--- config.mk ---
export PLATFORM = sky130hd
export DESIGN_NAME = rtp_receive_statistics_top
export DESIGN_NICKNAME = d
export VERILOG_FILES = /design/src/hdl/rtprs_pkg.sv /design/src/hdl/rtp_receive_statistics_top.sv
export SDC_FILE = /design/constraint.sdc
export NUM_CORES = 1
export LEC_CHECK = 0
export BUFFER_PORTS_ARGS = -buffer_cell sky130_fd_sc_hd__buf_2
export CAP_MARGIN = 20
export CORE_ASPECT_RATIO = 2
export CORE_MARGIN = 8
export CORE_UTILIZATION = 50
export CTS_BUF_LIST = sky130_fd_sc_hd__clkbuf_8 sky130_fd_sc_hd__clkbuf_16
export CTS_CLUSTER_DIAMETER = 50
export DETAILED_ROUTE_END_ITERATION = 10
export GPL_TIMING_DRIVEN = 0
export PLACE_DENSITY_LB_ADDON = 0.2
export SKIP_CTS_REPAIR_TIMING = 1
export SLEW_MARGIN = 20
export SYNTH_ARGS = -nofsm -noshare
export SYNTH_HDL_FRONTEND = slang
export SYNTH_SLANG_ARGS = --single-unit
--- constraint.sdc ---
create_clock -name aclk -period 11.7 [get_ports aclk]
set_input_delay 2.34 -clock aclk [delete_from_list [all_inputs] [get_ports aclk]]
set_output_delay 2.34 -clock aclk [all_outputs]
set_load 0.01 [all_outputs]
--- src/hdl/rtprs_pkg.sv ---
// Shared types and constants for the RTP receive statistics block.
package rtprs_pkg;

    localparam int unsigned SEQ_W    = 16;
    localparam int unsigned CFG_W    = 16;
    localparam int unsigned CNT_W    = 32;
    localparam int unsigned BYTE_W   = 48;
    localparam int unsigned TIME_W   = 32;
    localparam int unsigned LOST_W   = 31;
    localparam int unsigned JIT_SHIFT = 4;

    localparam logic [CFG_W-1:0] MAX_DROPOUT_RESET  = 16'd3000;
    localparam logic [CFG_W-1:0] MAX_MISORDER_RESET = 16'd100;
    localparam logic signed [SEQ_W+1:0] HALF_SPAN   = 18'sd32768;
    localparam logic signed [SEQ_W+1:0] SEQ_SPAN    = 18'sd65536;

    localparam logic CFG_MAX_DROPOUT  = 1'b0;
    localparam logic CFG_MAX_MISORDER = 1'b1;

    localparam logic REQ_PACKET = 1'b0;
    localparam logic REQ_CLEAR  = 1'b1;

    typedef enum logic [2:0] {
        ST_FORWARD      = 3'd0,
        ST_REORDERED    = 3'd1,
        ST_FIRST        = 3'd2,
        ST_JUMP_DROPPED = 3'd3,
        ST_OLD_DROPPED  = 3'd4,
        ST_CLEARED      = 3'd5
    } status_t;

endpackage

--- src/hdl/rtp_receive_statistics_top.sv ---
// RTP receive statistics: sequence tracking, loss, jitter and counters per packet.
//
// The block accepts one transaction per clock cycle while the result side is not
// stalled and returns exactly one result for each, passing it through the state
// registers and then the result registers. The rate is set by the per-packet state
// update (sequence fold, drop decision and jitter update); the loss figure is
// derived from the updated state in the following result stage. Configuration
// writes are taken at any time and should be made while the block is idle.
module rtp_receive_statistics_top
    import rtprs_pkg::*;
(
    input  logic                aclk,
    input  logic                aresetn,
    input  logic                cfg_wr_en,
    input  logic                cfg_index,
    input  logic [CFG_W-1:0]    cfg_wr_data,
    input  logic                s_valid,
    output logic                s_ready,
    input  logic                s_req_type,
    input  logic [SEQ_W-1:0]    s_seq_number,
    input  logic [TIME_W-1:0]   s_rtp_timestamp,
    input  logic [TIME_W-1:0]   s_arrival_ms,
    input  logic [SEQ_W-1:0]    s_payload_bytes,
    output logic                m_valid,
    input  logic                m_ready,
    output logic [2:0]          m_status,
    output logic [CNT_W-1:0]    m_extended_highest,
    output logic [LOST_W-1:0]   m_cumulative_lost,
    output logic [CNT_W-1:0]    m_jitter_value,
    output logic [CNT_W-1:0]    m_received_packets,
    output logic [BYTE_W-1:0]   m_received_bytes,
    output logic [CNT_W-1:0]    m_reordered_packets
);

    logic [CFG_W-1:0]  max_dropout_reg, max_misorder_reg;

    logic              started_reg, started_next;
    logic [SEQ_W-1:0]  highest_reg, highest_next;
    logic [SEQ_W-1:0]  wrap_hi_reg, wrap_hi_next;
    logic [SEQ_W-1:0]  first_reg, first_next;
    logic [CNT_W-1:0]  pkt_count_reg, pkt_count_next;
    logic [BYTE_W-1:0] byte_count_reg, byte_count_next;
    logic [CNT_W-1:0]  reorder_reg, reorder_next;
    logic [CNT_W-1:0]  jitter_reg, jitter_next;
    logic [TIME_W-1:0] prev_transit_reg, prev_transit_next;
    status_t           status_reg, status_next;
    logic              a_valid_reg, a_valid_next;

    logic              m_valid_reg, m_valid_next;
    status_t           m_status_reg;
    logic [CNT_W-1:0]  m_ext_reg;
    logic [LOST_W-1:0] m_lost_reg;
    logic [CNT_W-1:0]  m_jitter_reg;
    logic [CNT_W-1:0]  m_packets_reg;
    logic [BYTE_W-1:0] m_bytes_reg;
    logic [CNT_W-1:0]  m_reorder_reg;

    logic b_load, in_accept;

    logic signed [SEQ_W+1:0] raw_delta, delta;
    logic                    drop_jump, drop_old;
    logic [TIME_W-1:0]       transit, raw, mag;
    logic signed [TIME_W+1:0] jit_diff, jit_adj, jit_q;
    logic [CNT_W-1:0]        jitter_upd;

    logic [CNT_W-1:0]  ext_cur, expected, lost_diff;
    logic [LOST_W-1:0] lost_val;

    // Handshake: the state stage holds the result of the last accepted transaction.
    assign b_load    = a_valid_reg && (!m_valid_reg || m_ready);
    assign s_ready   = !a_valid_reg || b_load;
    assign in_accept = s_valid && s_ready;

    always_comb begin
        a_valid_next = a_valid_reg;
        if (in_accept) begin
            a_valid_next = 1'b1;
        end else if (b_load) begin
            a_valid_next = 1'b0;
        end
        m_valid_next = m_valid_reg;
        if (b_load) begin
            m_valid_next = 1'b1;
        end else if (m_ready) begin
            m_valid_next = 1'b0;
        end
    end

    // Sequence distance folded into -32768..32768 and the two drop decisions.
    always_comb begin
        raw_delta = $signed({2'b00, s_seq_number}) - $signed({2'b00, highest_reg});
        if (raw_delta > HALF_SPAN) begin
            delta = raw_delta - SEQ_SPAN;
        end else if (raw_delta < -HALF_SPAN) begin
            delta = raw_delta + SEQ_SPAN;
        end else begin
            delta = raw_delta;
        end
        drop_jump = !delta[SEQ_W+1] && (delta > $signed({2'b00, max_dropout_reg}));
        drop_old  = delta[SEQ_W+1] && (delta < -$signed({2'b00, max_misorder_reg}));
    end

    // Jitter update with the quotient truncated toward zero.
    always_comb begin
        transit    = s_arrival_ms - s_rtp_timestamp;
        raw        = transit - prev_transit_reg;
        mag        = raw[TIME_W-1] ? (TIME_W'(0) - raw) : raw;
        jit_diff   = $signed({2'b00, mag}) - $signed({2'b00, jitter_reg});
        jit_adj    = jit_diff[TIME_W+1] ? (jit_diff + 34'sd15) : jit_diff;
        jit_q      = jit_adj >>> JIT_SHIFT;
        jitter_upd = jitter_reg + jit_q[CNT_W-1:0];
    end

    always_comb begin
        started_next      = started_reg;
        highest_next      = highest_reg;
        wrap_hi_next      = wrap_hi_reg;
        first_next        = first_reg;
        pkt_count_next    = pkt_count_reg;
        byte_count_next   = byte_count_reg;
        reorder_next      = reorder_reg;
        jitter_next       = jitter_reg;
        prev_transit_next = prev_transit_reg;
        status_next       = status_reg;
        if (in_accept) begin
            if (s_req_type == REQ_CLEAR) begin
                started_next    = 1'b0;
                pkt_count_next  = '0;
                byte_count_next = '0;
                reorder_next    = '0;
                jitter_next     = '0;
                status_next     = ST_CLEARED;
            end else if (!started_reg) begin
                started_next      = 1'b1;
                first_next        = s_seq_number;
                highest_next      = s_seq_number;
                wrap_hi_next      = '0;
                pkt_count_next    = CNT_W'(1);
                byte_count_next   = BYTE_W'(s_payload_bytes);
                prev_transit_next = transit;
                status_next       = ST_FIRST;
            end else if (drop_jump) begin
                status_next = ST_JUMP_DROPPED;
            end else if (drop_old) begin
                status_next = ST_OLD_DROPPED;
            end else begin
                if (!delta[SEQ_W+1]) begin
                    if (s_seq_number < highest_reg) begin
                        wrap_hi_next = wrap_hi_reg + SEQ_W'(1);
                    end
                    highest_next = s_seq_number;
                    status_next  = ST_FORWARD;
                end else begin
                    reorder_next = reorder_reg + CNT_W'(1);
                    status_next  = ST_REORDERED;
                end
                jitter_next       = jitter_upd;
                prev_transit_next = transit;
                pkt_count_next    = pkt_count_reg + CNT_W'(1);
                byte_count_next   = byte_count_reg + BYTE_W'(s_payload_bytes);
            end
        end
    end

    // Result stage: loss is expected minus received, clamped at zero.
    always_comb begin
        ext_cur   = {wrap_hi_reg, highest_reg};
        expected  = ext_cur - CNT_W'(first_reg) + CNT_W'(1);
        lost_diff = expected - pkt_count_reg;
        lost_val  = (started_reg && !lost_diff[CNT_W-1]) ? lost_diff[LOST_W-1:0] : '0;
    end

    always_ff @(posedge aclk) begin
        if (!aresetn) begin
            max_dropout_reg  <= MAX_DROPOUT_RESET;
            max_misorder_reg <= MAX_MISORDER_RESET;
            started_reg      <= 1'b0;
            highest_reg      <= '0;
            wrap_hi_reg      <= '0;
            first_reg        <= '0;
            pkt_count_reg    <= '0;
            byte_count_reg   <= '0;
            reorder_reg      <= '0;
            jitter_reg       <= '0;
            prev_transit_reg <= '0;
            status_reg       <= ST_FORWARD;
            a_valid_reg      <= 1'b0;
            m_valid_reg      <= 1'b0;
        end else begin
            if (cfg_wr_en) begin
                unique case (cfg_index)
                    CFG_MAX_DROPOUT:  max_dropout_reg  <= cfg_wr_data;
                    CFG_MAX_MISORDER: max_misorder_reg <= cfg_wr_data;
                    default: ;
                endcase
            end
            started_reg      <= started_next;
            highest_reg      <= highest_next;
            wrap_hi_reg      <= wrap_hi_next;
            first_reg        <= first_next;
            pkt_count_reg    <= pkt_count_next;
            byte_count_reg   <= byte_count_next;
            reorder_reg      <= reorder_next;
            jitter_reg       <= jitter_next;
            prev_transit_reg <= prev_transit_next;
            status_reg       <= status_next;
            a_valid_reg      <= a_valid_next;
            m_valid_reg      <= m_valid_next;
        end
    end

    always_ff @(posedge aclk) begin
        if (b_load) begin
            m_status_reg  <= status_reg;
            m_ext_reg     <= ext_cur;
            m_lost_reg    <= lost_val;
            m_jitter_reg  <= jitter_reg;
            m_packets_reg <= pkt_count_reg;
            m_bytes_reg   <= byte_count_reg;
            m_reorder_reg <= reorder_reg;
        end
    end

    assign m_valid             = m_valid_reg;
    assign m_status            = m_status_reg;
    assign m_extended_highest  = m_ext_reg;
    assign m_cumulative_lost   = m_lost_reg;
    assign m_jitter_value      = m_jitter_reg;
    assign m_received_packets  = m_packets_reg;
    assign m_received_bytes    = m_bytes_reg;
    assign m_reordered_packets = m_reorder_reg;

    // A cleared result shows empty counters, no loss and no jitter.
    assert property (@(posedge aclk) disable iff (!aresetn)
        (m_valid && m_status == ST_CLEARED) |->
        (m_received_packets == '0 && m_cumulative_lost == '0 && m_jitter_value == '0))
        else $error("cleared result carries stale statistics");

    // The first packet starts the count at one with no loss.
    assert property (@(posedge aclk) disable iff (!aresetn)
        (m_valid && m_status == ST_FIRST) |->
        (m_received_packets == 32'd1 && m_cumulative_lost == '0))
        else $error("first packet result is inconsistent");

    // A dropped packet leaves the receive state untouched.
    assert property (@(posedge aclk) disable iff (!aresetn)
        (a_valid_reg && (status_reg == ST_JUMP_DROPPED || status_reg == ST_OLD_DROPPED)) |->
        (pkt_count_reg == $past(pkt_count_reg) && highest_reg == $past(highest_reg) &&
         jitter_reg == $past(jitter_reg)))
        else $error("dropped packet changed the receive state");

    // Input is held off only while both stages are occupied.
    assert property (@(posedge aclk) disable iff (!aresetn)
        !s_ready |-> (a_valid_reg && m_valid_reg && !m_ready))
        else $error("input stalled with room in the pipeline");

endmodule
* Yosys cells after proc, flatten, opt, wreduce, memory -nomap -nowiden
Cells that the tools add are included.
** Word-level totals
- Input bits :: 119
- Word-level logic and storage cells :: 121
- Output and inout bits :: 212
- Register bits :: 472
** Operators by class
- Order comparisons :: 5
- Reductions and logical operators :: 24
- Equal/unequal tests :: 8
- Add/sub/neg operators :: 17
- Multiplexer cells :: 43
- Bitwise logic cells :: 3
** Operators by type and width (number)
- $mux 32 :: 17
- $mux 48 :: 4
- $mux 16 :: 9
- $add 32x1->32 const B :: 3
- $sub 32x32->32 :: 3
- $add 48x16->48 :: 1
- $mux 18 :: 2
- $add 33x5->34 const B :: 1
- $mux 34 :: 1
- $sub 32x32->33 :: 1
- $add 32x32->32 :: 1
- $sub 1x32->32 const A :: 1
- $sub 32x16->32 :: 1
- $add 17x18->18 const B :: 1
- $gt 18x17->1 :: 1
- $lt 18x18->1 :: 1
- $neg 16->18 :: 1
- $sub 17x18->18 const B :: 1
- $gt 17x17->1 const B :: 1
- $lt 17x16->1 const B :: 1
- $sub 16x16->17 :: 1
- $add 16x1->16 const B :: 1
- $lt 16x16->1 :: 1
- $mux 3 :: 4
- 14 further kinds :: 41

* Logic depth before layout (Yosys ltp)
Gate-level depths: netlist of the first run.
- Word-level depth :: 12
- Gate-level depth with buffers :: 55

* Worst setup path after synthesis of the first run
OpenSTA, ideal clock, no wires.
- Path kind :: input to register
- Start :: input port m_ready
- End :: register m_lost_reg[0], in the netlist m_cumulative_lost[0] (enable)
- Buffers on the path :: 0
- Arrival :: 11.685 ns
- Slack :: -0.794 ns
- Setup time :: 0.809 ns
- Cell stages on the path :: 2
- Data required time :: 10.891 ns
- Cell sequence :: nor2b_1 nor2b_1
** On the way
- Word-level cells in the longest chain between the ends :: 2
** Ends and longest elaborated chain
- start: declaration :: RTL line rtp_receive_statistics_top.sv:25 : input logic m_ready,
- $logic_or 1x1->1 :: RTL line rtp_receive_statistics_top.sv:70 : assign b_load = a_valid_reg && (!m_valid_reg || m_ready);
- $logic_and 1x1->1 :: RTL line rtp_receive_statistics_top.sv:70
- net b_load :: RTL line rtp_receive_statistics_top.sv:58 : logic b_load, in_accept;
- end signal: assignment :: RTL line rtp_receive_statistics_top.sv:216 : m_lost_reg <= lost_val;
- end: declaration :: RTL line rtp_receive_statistics_top.sv:52 : logic [LOST_W-1:0] m_lost_reg;
The timed path passes the listed nets, and every way through them passes these cells.
A chain may end at the register's enable or synchronous reset.

* Worst setup path after layout of the first run
- Start :: input port s_arrival_ms[0]
- End :: register jitter_reg[31]
** On the way
- Word-level cells in the longest chain between the ends :: 12
** Ends and longest elaborated chain
- start: declaration :: RTL line rtp_receive_statistics_top.sv:22 : input logic [TIME_W-1:0] s_arrival_ms,
- $sub 32x32->32 (*) :: RTL line rtp_receive_statistics_top.sv:105 : transit = s_arrival_ms - s_rtp_timestamp;
- net transit[14] :: RTL line rtp_receive_statistics_top.sv:62 : logic [TIME_W-1:0] transit, raw, mag;
- $sub 32x32->32 (*) :: RTL line rtp_receive_statistics_top.sv:106 : raw = transit - prev_transit_reg;
- $sub 1x32->32 :: RTL line rtp_receive_statistics_top.sv:107 : mag = raw[TIME_W-1] ? (TIME_W'(0) - raw) : raw;
- $mux 32 (*) :: RTL line rtp_receive_statistics_top.sv:107
- $sub 32x32->33 (*) :: RTL line rtp_receive_statistics_top.sv:108 : jit_diff = $signed({2'b00, mag}) - $signed({2'b00, jitter_reg});
- $add 33x5->34 :: RTL line rtp_receive_statistics_top.sv:109 : jit_adj = jit_diff[TIME_W+1] ? (jit_diff + 34'sd15) : jit_diff;
- $mux 34 (*) :: RTL line rtp_receive_statistics_top.sv:109
- $add 32x32->32 (*) :: RTL line rtp_receive_statistics_top.sv:111 : jitter_upd = jitter_reg + jit_q[CNT_W-1:0];
- $mux 32 (*) :: RTL line rtp_receive_statistics_top.sv:144 : end else if (drop_old) begin
- $mux 32 (*) :: RTL line rtp_receive_statistics_top.sv:142 : end else if (drop_jump) begin
- $mux 32 (*) :: RTL line rtp_receive_statistics_top.sv:133 : end else if (!started_reg) begin
- $mux 32 (*) :: RTL line rtp_receive_statistics_top.sv:126 : if (s_req_type == REQ_CLEAR) begin
- end signal: assignment :: RTL line rtp_receive_statistics_top.sv:204 : jitter_reg <= jitter_next;
- end: declaration :: RTL line rtp_receive_statistics_top.sv:44 : logic [CNT_W-1:0] jitter_reg, jitter_next;
Mark *: on every way through the listed nets, which the timed path passes. The rest lies on a longest branch. The select of a mux whose other input is x is not followed.

==> impl_metrics.ini, run 1 <==
[logic_synthesis]
synth_area_um2 = 30700
yosysSeqAreaShare = 0.376
syn_inst = 3500
ys_seq_elements = 472
async_flop_share = 0
synth_warnings = 0
yosys.cell_types.count = 98
synth-edff-count = 210
synthFlopType = dfxtp_1
syn_avg_cell_area_um2 = 8.78
synth_nets = 3915

[power]
switchingPower_mw = 4.81
pwr_density_cell_nw_per_um2 = 277
power.internal_mw = 5.33
seq_power_share = 0.183
ir_worst_vdd_mv = 0.262
p_leak_nw = 14.7
power_frac_comb = 0.660
p_sw_frac = 0.474
finalPower_mw = 10.1
clkPwrFrac = 0.158

[route]
drt_pass1_iterations = 5
wire_per_inst_um = 21.3
drc = 0
drt.antenna.violating_nets = 0
vias = 27600
routed_wl_um = 101000
routed_via_density = 5.82
drtIter0Drc = 1433

[global_routing]
grt_start_max_net_pins = 31
grt_pass1_wl_um = 150000
overflow = 0
grt_pass1_vias = 27400
antenna_found_initial = 5
grt_usage = 0.275

[worst_setup_path]
path_class = input port to flip-flop
rr_worst_depth = 38
critical_path.max_stage_delay_ns = 0.60
crit_required_ns = 12.18
cp_max_fo = 6
start_kind = input port
crit_arrival_ns = 12.88
cp-end-kind = flip-flop
cp_slowest_cell = or4_4

[cells_and_area]
finalNetCount = 4343
drive_above_1_share = 0.174
seq_area_um2 = 11600
areaGrowthSynthToFinish_pct = 19.0
nFillCells = 5490
multi_input_area_um2 = 18700

[sta]
rsz0062_at_grt = yes
worst_slew_pin_slew_ns = 1.07
post-route-min-period_ns = 12.40
slew_viol_final = 0
fin_ws_ns = -0.695
finalSetupTns_ns = -4.62
skew_ns = 0.0302
finalSetupViolCount = 13
fmax_mhz = 80.7
period_share = 1.06
slew_headroom = 0.284
hold_viol_final = 0

[status]
violations = setup timing
status = finished with violations

[place]
port_buffers = 329
gp_congestion = 0.994
hpwl_um = 80900

[floorplan]
design.core.area_um2 = 60900
fp-row-count = 128
die_h_um = 367
io_pins = 331
start_util = 0.505
fp.dieW_um = 191
die_area_um2 = 70100

[min_path]
hold_path.class = flip-flop to flip-flop
hold-path-cell-count = 0

[cts]
h-tree-depth = 2
clockBufferDepth = 3
numCtsBuffers = 46
clkTransAtPathRegs_ns = 0.07
clock_sinks = 472
cts_tree = yes
root_buffer = clkbuf_16
insertion_delay_ns = 0.59

[run]
cap_violations = 0
[power by group through the flow]
stage          Clock, mW  Combinational, mW  Sequential (mW)
2_1_floorplan          0               4.33             1.90
3_3_place_gp           0               5.76             1.90
3_5_place_dp           0               5.80             1.89
4_1_cts             1.63               5.84             1.85
5_1_grt             1.68               7.22             1.86
6_report            1.60               6.69             1.85
[worst max-delay path, delay by kind of cell]
family                   cells  cell delay, ns
AO/OA/AOI/OAI               18            3.52
XOR/XNOR                     5            0.95
adder cells (fa/ha/maj)      5            1.35
buffers and inverters        4            0.30
multiplexers                 1            0.24
AND/OR/NAND/NOR             16            4.17
[routing by layer]
layer,GRT usage,vias up,share of wire
met4,0.202,2,0.082
met1,0.265,13000,0.34
met3,0.0412,363,0.057
met2,0.514,929,0.52
li1,-,13400,-
met5,0,-,0.00011
[path summary, 6_finish.rpt]
| check | start | endpoint | slack, ns |
|---|---|---|---|
| setup / recovery | s_arrival_ms[0] | jitter_reg[31] | -0.70 |
| hold / removal | status_reg[2] | m_status[2] | 0.44 |
| setup reg to reg | prev_transit_reg[0] | jitter_reg[31] | 1.97 |
| hold reg to reg | status_reg[2] | m_status[2] | 0.44 |
[per-stage QoR]
stage | cell area (um^2) | hold slack (ns) | instances | setup WS (ns) | util
floorplan | 30800 | 0.403 | 3500 | -0.0196 | -
global placement | 33500 | 0.416 | 4609 | -2.25 | 0.550
detailed placement | 33700 | 0.414 | 4618 | -2.29 | 0.553
CTS | 35300 | 0.434 | 4703 | -1.69 | 0.580
global route | 36600 | 0.457 | 4747 | -1.04 | 0.601
finish | 36600 | 0.439 | 4750 | -0.695 | 0.601
[area by class of cell]
class                   count  share of cell area
multi-input cells        2638               0.512
inverters                 267              0.0276
repair buffers            383              0.0603
well taps                 780              0.0267
clock buffers              50              0.0336
clock inverters            35              0.0107
plain buffers             120              0.0134
diodes                      5            0.000342
flip-flops and latches    472               0.316
[cells by family (layout without fill, tap and decap cells)]
family | count (synthesis) | in the layout | synth area share
muxes | 43 | 43 | 0.0142
buffers and inverters | 390 | 855 | 0.0486
DFF | 472 | 472 | 0.376
xor gates and xnor gates | 260 | 260 | 0.0741
adders and majority gates | 297 | 297 | 0.126
and+or+nand+nor | 1157 | 1157 | 0.181
other | 0 | 5 | 0
AOI/OAI and AO/OA | 881 | 881 | 0.181
[cell usage in the layout, fill, tap and decap left out, types with 33 or more instances in the layout]
cell type	n
nor2_1	320
buf_2	343
nand3_1	88
clkbuf_1	94
inv_1	264
o21a_1	46
dfxtp_1	262
nand2b_1	33
o21ai_0	149
nor3_1	67
a21oi_1	278
a31oi_1	50
xor2_1	89
buf_4	44
nand4_1	42
mux2i_1	39
ha_1	260
and3_1	47
xnor2_1	139
nand2_1	339
clkbuf_16	48
a21o_1	76
edfxtp_1	210
[cells in the mapped netlist (all sizes together), types with 22 or more instances]
cell    number  area, um^2
fa          22         440
nand3       91         460
xnor2      161        1410
a21o        76         571
a22oi       26         195
nor2       326        1230
and3        49         307
xor2        99         867
buf         22         110
dfxtp      262        5250
a21oi      311        1570
and2        23         144
ha         274        3430
or3         26         168
o211ai      22         170
clkbuf     101         380
nor2b       26         170
nand2      345        1290
mux2i       39         390
o21a        46         345
nor4        25         156
nand2b      33         206
a31oi       52         325
o21ai      178         895
a211oi      30         235
nor3        74         380
edfxtp     210        6310
nand4       42         263
inv        267        1000
No activity file was read; power rests on OpenSTA's default activity.
==> inputs of run 2 (changes only) <==
ABC_AREA = 1   (was default)
==> impl_metrics.ini, run 2 <==
[sta]
period_share = 0.957
hold_viol_final = 0
worst_slew_pin_slew_ns = 1.03
slew_viol_final = 0
post-route-min-period_ns = 11.20
finalSetupViolCount = 0
skew_ns = 0.0322
slew_headroom = 0.311
fmax_mhz = 89.3

[cts]
clkTransAtPathRegs_ns = 0.07
clock_sinks = 472
numCtsBuffers = 49
h-tree-depth = 2
cts_tree = yes
clockBufferDepth = 3
insertion_delay_ns = 0.65
root_buffer = clkbuf_16

[logic_synthesis]
async_flop_share = 0
synth-edff-count = 210
synth_nets = 5094
yosysSeqAreaShare = 0.343
netlist.area_leader.share = 0.187
yosysMostFrequentCell = nand2_1
syn_avg_cell_area_um2 = 7.19
synth_warnings = 0
synth_commonest_cells = nand2_1 (1071), inv_1 (693), nor2_1 (500)
yosys.area.top_type = edfxtp_1
yosys.cell_types.count = 59
synthTopCellsByArea = edfxtp_1 (19%), dfxtp_1 (16%), nand2_1 (12%), ha_1 (10%), inv_1 (7.7%)
syn_inst = 4679
synth_area_um2 = 33700
synthFlopType = dfxtp_1
ys_seq_elements = 472

[route]
wire_per_inst_um = 19.8
routed_via_density = 5.45
drt_pass1_iterations = 7
routed_wl_um = 119000
drc = 0
drt.antenna.violating_nets = 0
drtIter0Drc = 1976
vias = 32700

[global_routing]
met1_usage = 0.292
top_usage_layer = met2
grt_pass1_vias = 32700
grt_usage = 0.304
use_met2 = 0.573
antenna_found_initial = 3
grt_start_max_net_pins = 25
grt_use_met3 = 0.0442
grt_pass1_wl_um = 178000
overflow = 0

[place]
port_buffers = 329
hpwl_um = 98400
gp_congestion = 1.01
place_inst = 5902

[cells_and_area]
final_common_cell = nand2_1
antenna_cells = 0
nFillCells = 6674
finalNetCount = 5487
areaGrowthSynthToFinish_pct = 14.9
final_util = 0.580
stdcell_count = 5995
final_cell_mix = nand2_1 (1058), inv_1 (692), nor2_1 (491)
drive_above_1_share = 0.116

[worst_setup_path]
path_class = input port to flip-flop
cp_max_fo = 8
crit_arrival_ns = 11.75
cp-end-kind = flip-flop
r2r-start = prev_transit_reg[0]
startpoint = s_arrival_ms[0]
cp_num_buf_inv = 10
path_common_cell = nand2_1
cp_slowest_cell = fa_2
crit_required_ns = 12.25
crit_family = simple AND/OR/NAND/NOR gates
start_kind = input port
critical_path.max_stage_delay_ns = 0.39

[floorplan]
die_h_um = 383
fp-row-count = 134
start_util = 0.504
io_pins = 331
die_area_um2 = 76400
fp.dieW_um = 199
design.core.area_um2 = 66700

[run]
cap_violations = 0

[power]
finalPower_mw = 9.31
ir_worst_vdd_mv = 0.177
p_leak_nw = 17.4
pwr_density_cell_nw_per_um2 = 241

[min_path]
hold_path.class = flip-flop to flip-flop
min_from = status_reg[1]

[status]
status = finished, final reports clean
[run 2: cell count changes after synthesis, moves of 39 or more]
cell	before	now
nor2_1	325	500
a21oi_1	309	429
a21o_1	76	20
nand4_1	42	88
o21a_1	46	7
inv_1	266	693
nand3_1	90	244
xnor2_1	161	61
nand2_1	345	1071
a31oi_1	52	10
xor2_1	99	165
and3_1	49	3
clkbuf_1	100	54
mux2i_1	39	0
[run 2: logic make-up (layout without fill, tap and decap cells)]
group,Yosys count,count (layout),share of synthesized area
adders and majority gates,296,296,0.115
xor gates and xnor gates,226,226,0.0588
buffers and inverters,800,1232,0.0916
and+or+nand+nor,2139,2139,0.273
AOI/OAI and AO/OA,746,746,0.119
DFF,472,472,0.343
[run 2: area by class of cell]
| class | instances | area, um^2 | share of cell area |
|---|---|---|---|
| buffer | 98 | 452 | 0.0117 |
| clock buffer | 52 | 1280 | 0.0331 |
| clock inverter | 38 | 423 | 0.0109 |
| inverter | 702 | 2640 | 0.0682 |
| multi-input combinational | 3407 | 19300 | 0.499 |
| sequential | 472 | 11600 | 0.299 |
| tap | 884 | 1110 | 0.0286 |
| timing repair buffer | 342 | 1940 | 0.0501 |
[run 2: power by group]
group	switching (mW)	internal [mW]	leakage, nW
sequential	0.0529	1.80	4.18
combinational	3.98	1.82	12.4
clock	0.762	0.907	0.816
[run 2: worst paths after layout]
check | end | slack, ns | cells after the start
worst max-delay path | jitter_reg[22] | 0.50 | 58
worst min-delay path | m_status[1] | 0.46 | 0
worst max register to register | jitter_reg[22] | 3.41 | 40
worst min register to register | m_status[1] | 0.46 | 0
[run 2: stage by stage]
stage | setup WS (ns) | TNS, ns | instance area [um^2] | hold WS (ns)
3_3_place_gp | -1.07 | -25.70 | 36400 | 0.441
3_5_place_dp | -1.16 | -15.93 | 36700 | 0.441
5_1_grt | -0.0212 | -0.0212 | 38700 | 0.484
6_report | 0.498 | 0 | 38700 | 0.456
4_1_cts | -0.531 | -3.81 | 38400 | 0.461
2_1_floorplan | 1.58 | 0 | 33700 | 0.403
[run 2: layer usage]
metal	up-vias	share of wire
met3	424	0.053
met4	4	0.086
met2	1107	0.52
li1	16100	-
met5	-	0.00020
met1	15000	0.34
